### src/hdl/wdrf_ram.sv
// Generic single-port-write, single-port-read RAM with a registered read.
module wdrf_ram #(
    parameter int WIDTH = 32,
    parameter int DEPTH = 64
) (
    input  logic                     i_clk,
    input  logic                     i_wr_en,
    input  logic [$clog2(DEPTH)-1:0] i_wr_addr,
    input  logic [WIDTH-1:0]         i_wr_data,
    input  logic [$clog2(DEPTH)-1:0] i_rd_addr,
    output logic [WIDTH-1:0]         o_rd_data
);

    logic [WIDTH-1:0] r_mem [DEPTH];
    logic [WIDTH-1:0] r_rd_data;

    always_ff @(posedge i_clk) begin
        if (i_wr_en) begin
            r_mem[i_wr_addr] <= i_wr_data;
        end
        r_rd_data <= r_mem[i_rd_addr];
    end

    assign o_rd_data = r_rd_data;

endmodule

### config.mk
export PLATFORM = sky130hd
export DESIGN_NAME = wdrf_ram
export DESIGN_NICKNAME = d
export VERILOG_FILES = /design/src/hdl/wdrf_ram.sv
export SDC_FILE = /design/constraint.sdc
export NUM_CORES = 2
export LEC_CHECK = 0
export ABC_AREA = 0
export BUFFER_PORTS_ARGS = -buffer_cell sky130_fd_sc_hd__buf_2
export CAP_MARGIN = 15
export CORE_ASPECT_RATIO = 0.6
export CORE_MARGIN = 2
export CORE_UTILIZATION = 57
export DETAILED_ROUTE_END_ITERATION = 12
export PLACE_DENSITY = 0.76
export SYNTH_ARGS = -nofsm -noshare
export SYNTH_HDL_FRONTEND = slang
export SYNTH_SLANG_ARGS = --single-unit
### constraint.sdc
create_clock -name i_clk -period 3.2 [get_ports i_clk]
set_clock_uncertainty 0.15 [all_clocks]
set_input_delay 0 -clock i_clk [delete_from_list [all_inputs] [get_ports i_clk]]
set_output_delay 0 -clock i_clk [all_outputs]
set_load 0.01 [all_outputs]
==> metrics.yaml <==
syn_to_final_growth_pct: 14.1
drtIter0Drc: 7113
final_cell_mix: "edfxtp_1 (2,048), mux4_2 (544), clkbuf_16 (177)"
grt_pass1_vias: 38881
portBuffers: 77
hold_viol: 0
end_kind: "register"
p_leak_nw: 28.1
die_area_mm2: 0.141
place_congestion: 0.833
grt.total_usage_pct: 30.0
period_share_pct: 85.9
placed_cells: 5273
postCtsResizedCells: 0
cts_tree: "yes"
syn_inst: 3324
synth_ff_type: "edfxtp_1"
grt_use_met2_pct: 42.9
clock.fmax_ghz: 0.364
fin_cells: 5655
cts-root-buf: "clkbuf_16"
worst-setup-path-type: "in2reg"
cts_max_level: 4
drc: 0
async_reset_ff_share_pct: 0
r2r_start: "r_mem[14][28]"
rsz0062_at_grt: "false"
cp-start-kind: "primary input"
floorplan.rows: 105
hold_class: "in2reg"
clk_pin_slew_ns: 0.06
syn_nets: 3370
core_mm2: 0.137
die_width_um: 483
synthesis.area_mm2: 0.0785
finalCriticalPeriod_ns: 2.75
busiest_layer: "met1"
clkLatencyLatePin_ns: 0.81
synth.area.top_cells: "edfxtp_1 (78%), mux4_2 (16%), mux2i_1 (1.2%)"
ys_types: 34
synth.avg_cell_area_um2: 23.6
setup_violations: 0
cp.required_ns: 3.69
drtAntennaViolNets: 0
dpl.hpwl_um: 118000
n_fill_cell: 8337
post_cts_buffers: 0
wirelength_um: 209000
finalPower_mw: 54.3
power.density_mw_per_mm2: 606
relSlewSlack_pct: 17.2
worstRegToRegCells: 6
hold_start: "i_wr_data[22]"
seq_area_frac_synth_pct: 79.1
initial_utilization_pct: 57.5
drive_above_1_share_pct: 30.9
maxSlewViolCount: 0
grt_max_degree: 65
layout_commonest_cell: "edfxtp_1"
yosys_warnings: 0
max_cap_viol_count: 0
clockBufferDepth: 3
die_h_um: 291
antenna_found_initial: 25
crit_path_start: "i_rd_addr[2]"
cts.sinks: 2080
grt_pass1_wl_um: 294000
worst_slew_pin_slew_ns: 1.24
holdPathStages: 2
cts_buffers: 172
fin_nets: 3731
drt-pass1-iter-count: 8
vias_per_cell: 7.01
drt-wirelength-per-cell_um: 37.0
synth_edf_count: 2048
ys_ff_latch: 2080
outcome: "finished, final reports clean"
grt_use_met1_pct: 45.4
use_met3_pct: 9.55
grt.overflow.total: 0
crit_arrival_ns: 3.24
synth_top_area_share_pct: 78.3
cp_max_fo: 46
routed-via-count: 39652
yosysTopAreaCell: "edfxtp_1"
max-vdd-ir-drop_mv: 0.645
ioPinCount: 78
==> per-layer routing <==
layer | share of wire [%] | routed length (um)
met1 | 38 | 79800
met2 | 44 | 93100
met3 | 15 | 31400
met4 | 2.4 | 5110
met5 | 0.042 | 88
==> timing repair <==
action | 4_1_cts | 5_1_grt
setup endpoints to repair | 0 | 0
hold endpoints to repair | 2194 | 0
hold buffers | 45 | 0
==> kinds of logic after synthesis <==
family / after synthesis / share of synthesized area [%]
DFF: 2080 / 79.1
muxes: 637 / 16.8
and+or+nand+nor: 223 / 1.27
AOI/OAI and AO/OA: 202 / 1.67
buffers and inverters: 182 / 1.13
==> critical path: stages <==
cell           delay (ns)
dlygate4sd3_1        0.56
buf_8                0.52
buf_4                0.47
buf_4                0.36
mux4_2               0.59
o22ai_1              0.57
nor2_1               0.11
==> worst paths after layout <==
path              endpoint  slack, ns
min          r_mem[27][22]      0.003
max          o_rd_data[22]       0.45
max reg2reg  o_rd_data[28]       0.58
min reg2reg  o_rd_data[20]       0.61
==> cell usage after synthesis (all sizes together), types with 12 or more instances <==
cell and n:
a21oi 62, nor2 137, edfxtp 2048, o22ai 84, mux4 544, nor2b 15, buf 108, dfxtp 32
a22oi 12, nand2 26, clkbuf 74, o221ai 27, mux2i 93
==> sequential cells by signal (all words and copies together), names as in the netlist <==
register   flops
o_rd_data     32
r_mem       2048
==> per-stage QoR <==
stage / hold WS [ns] / util [%] / setup slack [ns] / TNS, ns / cell area (um2)
3_5_place_dp: 0.167 / 61.0 / 0.0951 / 0 / 83400
4_1_cts: 0.0253 / 65.4 / 0.547 / 0 / 89300
6_report: 0.00262 / 65.6 / 0.452 / 0 / 89600
5_1_grt: 0.00984 / 65.6 / 0.413 / 0 / 89600
3_3_place_gp: 0.145 / 61.0 / -0.323 / -0.829 / 83400
2_1_floorplan: -0.0511 / - / 0.398 / 0 / 78500
==> power breakdown <==
group | switching [mW] | total (mW) | internal [mW] | leakage, nW
clock network | 9.57 | 20.9 | 11.4 | 2.68
logic | 1.87 | 3.05 | 1.18 | 6.68
registers | 0.162 | 30.3 | 30.1 | 18.7
total | 11.6 | 54.3 | 42.7 | 28.1
==> layout make-up <==
class                           instances  area (um2)  area share [%]
Antenna cell                            8        20.0          0.0223
Clock buffer                          220        4610            5.15
Clock inverter                         97         876           0.978
Multi-Input combinational cell       1062       16000            17.8
Sequential cell                      2080       62100            69.4
Tap cell                             1819        2280            2.54
Timing Repair Buffer                  369        3700            4.13
Note: power is estimated with default switching activity, not from simulation.
